<file path="config.mk">
export PLATFORM = sky130hd
export DESIGN_NAME = asc_sqrt_cell
export DESIGN_NICKNAME = d
export VERILOG_FILES = /design/src/rtl/core/asc_sqrt_cell.sv
export SDC_FILE = /design/constraint.sdc
export NUM_CORES = 1
export LEC_CHECK = 0
export ABC_AREA = 0
export BUFFER_PORTS_ARGS = -buffer_cell sky130_fd_sc_hd__buf_2
export CORE_MARGIN = 10
export CORE_UTILIZATION = 45
export DETAILED_ROUTE_END_ITERATION = 12
export GPL_ROUTABILITY_DRIVEN = 0
export GPL_TIMING_DRIVEN = 0
export PLACE_DENSITY = 0.71
export SLEW_MARGIN = 15
export SYNTH_ARGS = -nofsm -noshare
export SYNTH_HDL_FRONTEND = slang
export SYNTH_SLANG_ARGS = --single-unit
</file>
<file path="constraint.sdc">
create_clock -name clk -period 3.35 [get_ports clk]
set_input_delay 0 -clock clk [delete_from_list [all_inputs] [get_ports clk]]
set_output_delay 0 -clock clk [all_outputs]
set_load 0.03 [all_outputs]
</file>
<file path="src/rtl/core/asc_sqrt_cell.sv">
// ----------------------------------------------------------------------------
// asc_sqrt_cell
// One step of the digit-by-digit integer square root.
// ----------------------------------------------------------------------------
`default_nettype none

module asc_sqrt_cell #(
  parameter int BITP = 62,
  parameter int SW   = 1
) (
  input  logic          clk,
  input  logic          rst,
  input  logic          en,
  input  logic          vld_in,
  input  logic [63:0]   v_in,
  input  logic [63:0]   r_in,
  input  logic [SW-1:0] side_in,
  output logic          vld_out,
  output logic [63:0]   v_out,
  output logic [63:0]   r_out,
  output logic [SW-1:0] side_out
);

  localparam logic [63:0] BIT = 64'd1 << BITP;

  logic [63:0] trial;

  assign trial = r_in + BIT;

  always_ff @(posedge clk) begin
    if (rst) begin
      vld_out <= 1'b0;
    end else if (en) begin
      vld_out <= vld_in;
    end
  end

  always_ff @(posedge clk) begin
    if (en) begin
      side_out <= side_in;
      if (v_in >= trial) begin
        v_out <= v_in - trial;
        r_out <= (r_in >> 1) + BIT;
      end else begin
        v_out <= v_in;
        r_out <= r_in >> 1;
      end
    end
  end

endmodule

`default_nettype wire

</file>
==> results by group <==
Global routing
  • Total gr overflow: 0
  • Vias in the first global route: 8589
  • Tot GR Track Use: 0.216
  • Initial antenna violation count: 0
  • Largest net degree at the start of global routing: 67
  • Wire length of the first global-routing pass: 45.3 mm

Worst hold path
  • Hold Crit Depth: 3
  • Min-Delay Path Class: in2reg
  • Hold Path Sink: v_out[0]
  • Min-Delay Startpoint: v_in[0]

Clock tree
  • H-tree depth: 4
  • Root buf cell: clkbuf_16
  • Worst-path clk slew: 0.06 ns
  • Clock Path Buffers: 2
  • CTS Sinks: 130
  • TritonCTS clock tree: built
  • Worst-Skew Late Latency: 0.44 ns
  • TritonCTS buffer count: 17

Placement
  • Detailed Place HPWL: 20.8 mm
  • Placed Area: 10500 µm²
  • Port Buf Inserts: around 260

Timing
  • Fin crit share: 0.960
  • Final Hold Fails: 0
  • Worst Skew: 0 ns
  • Slew Viols, Final: 0
  • Setup violators final: 0
  • Max_slew headroom: 0.544
  • Min Tclk post-route: 3.22 ns
  • Setup TNS: 0 ns
  • RSZ-0062 raised after global routing: true
  • Slew at the pin closest to its max-slew limit: 0.681 ns
  • Fmax: 311 MHz

Setup path
  • CP startpoint kind: primary input
  • R2R Setup Slk: ~2.2 ns
  • FF-to-FF path depth: 3
  • CP required: 3.51 ns
  • R2R Path Start: vld_out
  • Worst EP arrival: 3.38 ns
  • Worst Setup SP: v_in[9]
  • RR Endpoint: vld_out
  • Worst-path fanout max: 6
  • Worst setup path class: in2reg
  • CP endpoint kind: flop

Final layout
  • Layout cells sized above 1: 0.254
  • Fillcell total: 1564
  • Design Area, Final: 12400 µm²
  • Diodes inserted: 0
  • NumNets Final: between 1500 and 2000
  • Syn-to-layout area delta: 41.3%

Floorplan
  • Row count: 51
  • Die area: 25500 µm²
  • Core Box Area: slightly below 20000 µm²
  • Initial core utilization: 0.455
  • Die width: 160 µm
  • Top-Level Pins: around 260
  • Die H: 160 µm

Power
  • VDD IR max: 0.370 mV
  • P per Cell Area: ~480 nW/µm²
  • P_leak: 5.62 nW

Detailed routing
  • Met2 WL post-DR: 14.0 mm
  • M1 WL: 12.2 mm
  • Starting DRC count in detailed routing: 629
  • Residual DRC count: 0
  • Met3 routed WL: 1.92 mm
  • DRT antenna net count: 0
  • Vias: between 8000 and 9000
  • Routed wire per std cell: 17.9 µm
  • Vias per cell: 5.32
  • WL final: between 20 and 30 mm
  • Top Metal Used: met4
  • Drt first pass iters: 6

Synthesis
  • Synth async-reset ratio: 0
  • Register area share after synthesis: 0.443
  • Post-synth top flop: edfxtp_1
  • Distinct cells, synth: 65
  • Number of synthesized flops with an enable pin: 129
  • Mapped Cells: around 920
  • YS warnings: 0
  • Syn Std Cell Area: 8790 µm²
  • Post-Syn Nets: 1114
  • Syn avg cell area: 9.60 µm²
  • #FFs+latches synth: 130

Status
  • Status: completed

Job
  • Max-Cap Viols: 0
==> cell usage in the layout, fill, tap and decap left out, types with 14 or more instances in the layout <==
master / count
a21o_1: 45
a21oi_1: 85
buf_2: 274
clkbuf_1: 16
clkbuf_16: 17
dlygate4sd3_1: 126
edfxtp_1: 129
ha_1: 64
inv_1: 80
nand2_1: 106
nand4_1: 24
nor2_1: 38
nor3_1: 14
o21ai_0: 86
o21bai_1: 21
xnor2_1: 33
xor2_1: 25
==> worst max-delay path: stages <==
cell and delay [ns]:
dlygate4sd3_1 0.54, buf_2 0.13, ha_1 0.37, nand4_1 0.18, nor2_1 0.22, a21boi_4 0.28
o21ai_1 0.18, a2111oi_4 0.49, o21ai_1 0.23, a31oi_2 0.37, buf_4 0.18, xnor2_1 0.10
o21ai_0 0.10
==> repair_timing <==
item                                    CTS  global route
resized for setup                         0            14
buffers inserted                          0             1
endpoints found under the setup margin    0            60
hold endpoints to repair                126             0
hold buffers                            126             0
==> logic make-up (layout without fill, tap and decap cells) <==
logic type                 Yosys count  count (layout)  share of synthesized area
buffers and inverters              117             536                     0.0539
adders and majority gates           65              65                     0.0934
AOI/OAI and AO/OA                  303             303                      0.215
muxes                                7               7                    0.00868
and+or+nand+nor                    236             236                      0.129
DFF                                130             130                      0.443
xor gates and xnor gates            58              58                     0.0578
==> per-stage QoR <==
step	cells	hold slack [ns]	util	worst slack [ns]	total power, mW
after floorplan	916	0.0724	-	0.754	3.32
after global placement	1443	0.159	0.540	0.0849	3.85
after detailed placement	1444	0.159	0.541	0.0294	3.87
after CTS	1602	0.0387	0.639	0.0159	6.01
after global routing	1600	0.0328	0.642	-0.0446	6.28
final	1600	0.0176	0.642	0.133	6.02
==> per-layer routing <==
| layer | up-vias | track usage |
|---|---|---|
| li1 | 4186 | - |
| met1 | 3976 | 0.265 |
| met2 | 308 | 0.367 |
| met3 | 48 | 0.0524 |
| met4 | 0 | 0.0678 |
| met5 | - | 0 |
==> worst max-delay path by stage <==
stage                      endpoint  slack [ns]  cells after the start
after floorplan           v_out[62]        0.75                     14
after CTS                 v_out[38]        0.02                     13
final                     v_out[53]        0.13                     13
after global routing      v_out[57]       -0.04                     13
after global placement    v_out[38]        0.08                     16
after detailed placement   v_out[0]        0.03                     15
==> sequential cells by signal, summed over array words and instances, names as in the netlist <==
signal    count
r_out        64
side_out      1
vld_out       1
v_out        64
==> final cells by class <==
cell class / instances / area [µm²] / area share
Multi-Input combinational cell: 669 / 4490 / 0.362
Inverter: 80 / 300 / 0.0242
Buffer: 34 / 164 / 0.0132
Tap cell: 265 / 332 / 0.0267
Sequential cell: 130 / 3890 / 0.314
Clock inverter: 15 / 195 / 0.0157
Clock buffer: 17 / 425 / 0.0343
Timing Repair Buffer: 390 / 2610 / 0.211
==> cell usage after synthesis (all sizes together), types with 4 or more instances <==
master / instances / area share
edfxtp: 129 / 0.44
nand2: 107 / 0.046
inv: 80 / 0.034
and4: 4 / 0.0040
a31oi: 8 / 0.0081
nand4: 24 / 0.017
a21o: 45 / 0.038
a21oi: 86 / 0.049
nor4: 4 / 0.0036
nand3: 9 / 0.0051
a211oi: 4 / 0.0034
xnor2: 33 / 0.033
buf: 17 / 0.011
a21boi: 5 / 0.0047
o211ai: 7 / 0.0065
ha: 64 / 0.091
nand2b: 4 / 0.0028
clkbuf: 20 / 0.0085
o21a: 9 / 0.0077
nor3: 15 / 0.0085
nor2b: 8 / 0.0057
mux2: 5 / 0.0064
xor2: 25 / 0.025
o21bai: 21 / 0.018
o21ai: 93 / 0.053
nor2: 39 / 0.018
==> where the power goes <==
part	internal (mW)	switching [mW]	total [mW]
Sequential	2.03	0.0452	2.07
Clock	1.20	0.828	2.02
Combinational	0.695	1.23	1.92
Total	3.92	2.10	6.02
Note: power is estimated with default switching activity, not from simulation.
