File: src/rtl/core/asc_pkg.sv
// ----------------------------------------------------------------------------
// asc_pkg
// Shared widths, CORDIC constants and elaboration helpers for the angular
// separation check.
// ----------------------------------------------------------------------------
`default_nettype none

package asc_pkg;

  localparam int STEPS         = 32;
  localparam int FRAC_BITS_DEF = 16;
  localparam int ERRW          = 25;   // width of the summed error radii
  localparam int XW            = 34;   // rotation datapath, signed Q30
  localparam int VW            = 36;   // vectoring datapath, signed Q30
  localparam int ZW            = 42;   // angles, signed degrees Q32

  localparam logic signed [XW-1:0] GAIN_Q30 = 34'sd652032874;

  // degrees per radian with 40 fraction bits
  localparam longint DPR = 64'sd62997375797123;

  // Restoring long division of two non-negative values, for elaboration only
  function automatic longint div_pos(input longint n, input longint d);
    longint q;
    longint r;
    q = 0;
    r = 0;
    for (int b = 62; b >= 0; b--) begin
      r = (r <<< 1) | ((n >>> b) & 64'sd1);
      q = q <<< 1;
      if (r >= d) begin
        r = r - d;
        q = q | 64'sd1;
      end
    end
    return q;
  endfunction

  // atan(2^-i) in Q32 degrees, from the arctangent power series
  function automatic longint atan_q32(input int i);
    longint p;
    longint sum;
    longint term;
    if (i == 0) begin
      return 64'sd45 <<< 32;
    end
    p   = DPR >>> i;
    sum = 0;
    for (int k = 0; k < 64; k++) begin
      if (p != 0) begin
        term = div_pos(p, longint'(2 * k + 1));
        if (k[0]) sum = sum - term;
        else      sum = sum + term;
        p = p >>> (2 * i);
      end
    end
    return (sum + 64'sd128) >>> 8;
  endfunction

  // Smallest s with (360 << fb) << s covering any signed 26-bit angle
  function automatic int mod_shift(input int fb);
    int s;
    s = 0;
    for (int k = 0; k < 40; k++) begin
      if ((64'd360 << (fb + s)) < (64'd1 << 25)) s++;
    end
    return s;
  endfunction

endpackage

`default_nettype wire

File: src/rtl/core/asc_vec_cell.sv
// ----------------------------------------------------------------------------
// asc_vec_cell
// One vectoring CORDIC iteration for the final arctangent.
// ----------------------------------------------------------------------------
`default_nettype none

module asc_vec_cell #(
  parameter int     SHIFT = 0,
  parameter longint ATAN  = 0,
  parameter int     SW    = 1
) (
  input  logic                          clk,
  input  logic                          rst,
  input  logic                          en,
  input  logic                          vld_in,
  input  logic signed [asc_pkg::VW-1:0] x_in,
  input  logic signed [asc_pkg::VW-1:0] y_in,
  input  logic signed [asc_pkg::ZW-1:0] z_in,
  input  logic [SW-1:0]                 side_in,
  output logic                          vld_out,
  output logic signed [asc_pkg::VW-1:0] x_out,
  output logic signed [asc_pkg::VW-1:0] y_out,
  output logic signed [asc_pkg::ZW-1:0] z_out,
  output logic [SW-1:0]                 side_out
);

  localparam logic signed [asc_pkg::ZW-1:0] ATAN_Z = asc_pkg::ZW'(ATAN);

  always_ff @(posedge clk) begin
    if (rst) begin
      vld_out <= 1'b0;
    end else if (en) begin
      vld_out <= vld_in;
    end
  end

  always_ff @(posedge clk) begin
    if (en) begin
      side_out <= side_in;
      // drive y towards zero, accumulate the angle turned
      if (!y_in[asc_pkg::VW-1]) begin
        x_out <= x_in + (y_in >>> SHIFT);
        y_out <= y_in - (x_in >>> SHIFT);
        z_out <= z_in + ATAN_Z;
      end else begin
        x_out <= x_in - (y_in >>> SHIFT);
        y_out <= y_in + (x_in >>> SHIFT);
        z_out <= z_in - ATAN_Z;
      end
    end
  end

endmodule

`default_nettype wire

File: config.mk
export PLATFORM = sky130hd
export DESIGN_NAME = asc_vec_cell
export DESIGN_NICKNAME = d
export VERILOG_FILES = /design/src/rtl/core/asc_pkg.sv /design/src/rtl/core/asc_vec_cell.sv
export SDC_FILE = /design/constraint.sdc
export NUM_CORES = 1
export LEC_CHECK = 0
export ABC_AREA = 1
export BUFFER_PORTS_ARGS = -buffer_cell sky130_fd_sc_hd__buf_4
export CAP_MARGIN = 40
export CORE_MARGIN = 1.5
export CORE_UTILIZATION = 41
export DETAILED_ROUTE_END_ITERATION = 16
export SETUP_SLACK_MARGIN = 0.15
export SYNTH_ARGS = -nofsm -noshare
export SYNTH_HDL_FRONTEND = slang
export SYNTH_SLANG_ARGS = --single-unit
File: constraint.sdc
create_clock -name clk -period 2.86 [get_ports clk]
set_input_delay 0.715 -clock clk [delete_from_list [all_inputs] [get_ports clk]]
set_output_delay 0.715 -clock clk [all_outputs]
set_load 0.1 [all_outputs]
==> out/summary.txt <==
Run status - finished clean
Worst-path fanout max - 8
Total gr overflow - 0
Final HPWL from detailed placement - 36400 microns
Sw frac - 0.450
Pre-CTS setup slack - -0.153 ns
Starting DRT DRC Count - 1034
Yosys reg bits - 115
Antenna fix cells - 0
Critical R2R Launch - vld_out$_SDFFE_PP0P_
Rows - 60
Worst slew pin tran - 0.579 ns
Hold_sp - rst
Required @ worst endpoint - 3.05 ns
Part of the cycle the worst path needs - 0.895
Leakage power - 8.53 nW
Clock transition at the registers of the reported paths - 0.07 ns
CTS buffer count - 17
Worst Setup SP - x_in[5]
Cell Area, Synth - 11300 sq um
Reg2Reg Depth - 2
Avg Vias per Cell - 5.09
CTS root buf - clkbuf_16
Gate Count Post-Synth - 1670
Min-Delay Path Depth - 2
Synthesized area per cell - 6.77 sq um
CTS tree - done
Net Sw Power - 3.99 mW
Vias in the first global route - 12.4k
Sequential area share after synthesis - 0.305
Detailed Route WL - 43500 microns
Syn_nets - 1899
Final Hold Fails - 0
First-pass GRT wire length - 66000 microns
Initial core utilization - 0.418
Combinational fraction of design power - 0.480
Setup TNS - 0 ns
Finished Layout Cells - 2535
Layout cells sized above 1 - 0.276
Core area - 27000 sq um
Gr usage total - 0.304
Fin worst setup slack - 0.301 ns
Die area - 28600 sq um
Critical path type - in -> reg
Max-slew headroom - 0.614
Seq pwr share - 0.246
Initial antenna violation count - 0
Port bufs - 234
Clock network power share - 0.274
Layout Skew - 0 ns
Max VDD drop - 0.348 mV
Nets - 2410
Min cycle time layout - 2.56 ns
Power per cell area - 550 nW/um^2
Max Cap Viol - 0
WHS - 0.444 ns
DR WL/cell - 17.2 microns
Synth warn - 0
Placed Instances - 2503
FF-to-FF End - vld_out$_SDFFE_PP0P_
# DRC - 0
Post-route ant nets - 0
Syn-to-layout area delta - 42.8%
Number of clock sinks - 115
Max frequency - 391 MHz
Clk buf depth - 2
Crit. End Element - flip-flop
Worst endpoint data arrival time - 2.75 ns
Worst Hold Class - in -> reg
Worst R2R Setup Slack - 2.28 ns
Final setup viols - 0
Die width - 169 microns
H-tree levels - 4
Pin count of the biggest net entering global routing - 73
Unrepaired setup endpoints after global routing - no
Clock Latency Late Sink - 0.43 ns
Die height - 169 microns
GPL Wtd Cong - 0.970
TritonRoute pass-1 iters - 6
Most common cell after layout, fill and taps aside - buf_4
Most frequent cells in the layout - 535 x buf_4, 510 x nand2_1, 237 x inv_1
Synth cell types - 43
Num ports - 235
Final slew viol count - 0
Hold EP - vld_out$_SDFFE_PP0P_
Placed inst area - 15500 sq um
Via count - 12.9k
CP Launch Type - input pin
Post-Layout Inst Area - 16100 sq um
Power Internal - 4.89 mW
final cells by class:
| class | count | area, sq um |
|---|---|---|
| fillers | 2602 | 10900 |
| multi-input cells | 1263 | 6640 |
| repair buffers | 538 | 4080 |
| flip-flops and latches | 115 | 3440 |
| inverters | 246 | 923 |
| clock buffers | 18 | 429 |
| well taps | 341 | 427 |
| clock inverters | 14 | 201 |
cells in the mapped netlist, drive strengths merged:
cell type	number	share of area
fa	3	0.0053
nor2	158	0.054
xnor2	1	0.00078
or2	5	0.0028
nand3	159	0.072
and2	2	0.0011
o211ai	3	0.0020
o21bai	18	0.012
a21boi	3	0.0023
o21ai	87	0.039
clkbuf	10	0.0034
edfxtp	114	0.30
o22ai	10	0.0055
o21a	2	0.0013
o31ai	3	0.0020
ha	107	0.12
nand2	518	0.17
nor4	2	0.0011
inv	245	0.081
clkinv	1	0.00033
a21oi	121	0.055
buf	36	0.023
nand4	8	0.0044
a31oi	4	0.0022
dfxtp	1	0.0018
mux2i	1	0.00089
nor3	16	0.0084
a21o	6	0.0040
xor2	26	0.020
metal layers:
metal / GRT usage / wire (microns) / up-vias
li1: - / - / 6419
met1: 0.423 / 20100 / 5874
met2: 0.476 / 18500 / 553
met3: 0.0631 / 3750 / 64
met4: 0.0920 / 1150 / 0
met5: 0 / 0 / -
power by group through the flow:
stage          clock network (mW)  registers [mW]  logic (mW)
2_1_floorplan                   0            3.63        1.28
3_3_place_gp                    0            2.22        4.20
3_5_place_dp                    0            2.22        4.21
4_1_cts                      2.47            2.19        4.23
5_1_grt                      2.52            2.20        4.53
6_report                     2.43            2.19        4.27
repair_timing:
| item | in CTS | in global routing |
|---|---|---|
| setup buffers | 0 | 0 |
| endpoints found under the setup margin | 0 | 8 |
| gates resized for setup | 0 | 7 |
| hold buffers | 0 | 0 |
sequential cells by signal (all words and copies together), names as in the netlist:
register / count
x_out: 36
side_out: 1
z_out: 42
vld_out: 1
y_out: 35
worst max-delay path by stage:
stage | endpoint | cells after the start | slack, ns
finish | x_out[24]$_DFFE_PP_ | 14 | 0.30
global route | y_out[20]$_DFFE_PP_ | 12 | 0.17
CTS | x_out[32]$_DFFE_PP_ | 14 | 0.29
detailed placement | x_out[24]$_DFFE_PP_ | 14 | -0.15
global placement | y_out[30]$_DFFE_PP_ | 16 | -0.16
floorplan | x_out[32]$_DFFE_PP_ | 13 | 0.37
critical path, stage by stage:
cell     delay (ns)
buf_4          0.10
inv_1          0.04
ha_1           0.50
inv_2          0.12
a21oi_2        0.25
nor2_1         0.07
nor2_1         0.18
nand2_1        0.13
nand2_1        0.10
nand2_1        0.16
nand2_1        0.14
nand3_1        0.09
nand3_1        0.09
nand2_1        0.05
metrics by stage:
stage	utilization	power, mW
after floorplan	-	4.91
after global placement	0.574	6.41
final	0.597	8.88
after detailed placement	0.574	6.43
after global routing	0.597	9.25
after CTS	0.597	8.88
logic make-up after synthesis:
group                      after synthesis  share of synthesized area
AOI/OAI and AO/OA                      257                      0.124
xor gates and xnor gates                27                     0.0209
adders and majority gates              110                      0.124
buffers and inverters                  292                      0.109
DFF                                    115                      0.305
muxes                                    1                   0.000886
and+or+nand+nor                        868                      0.317
Power figures use the tool's default switching activity.
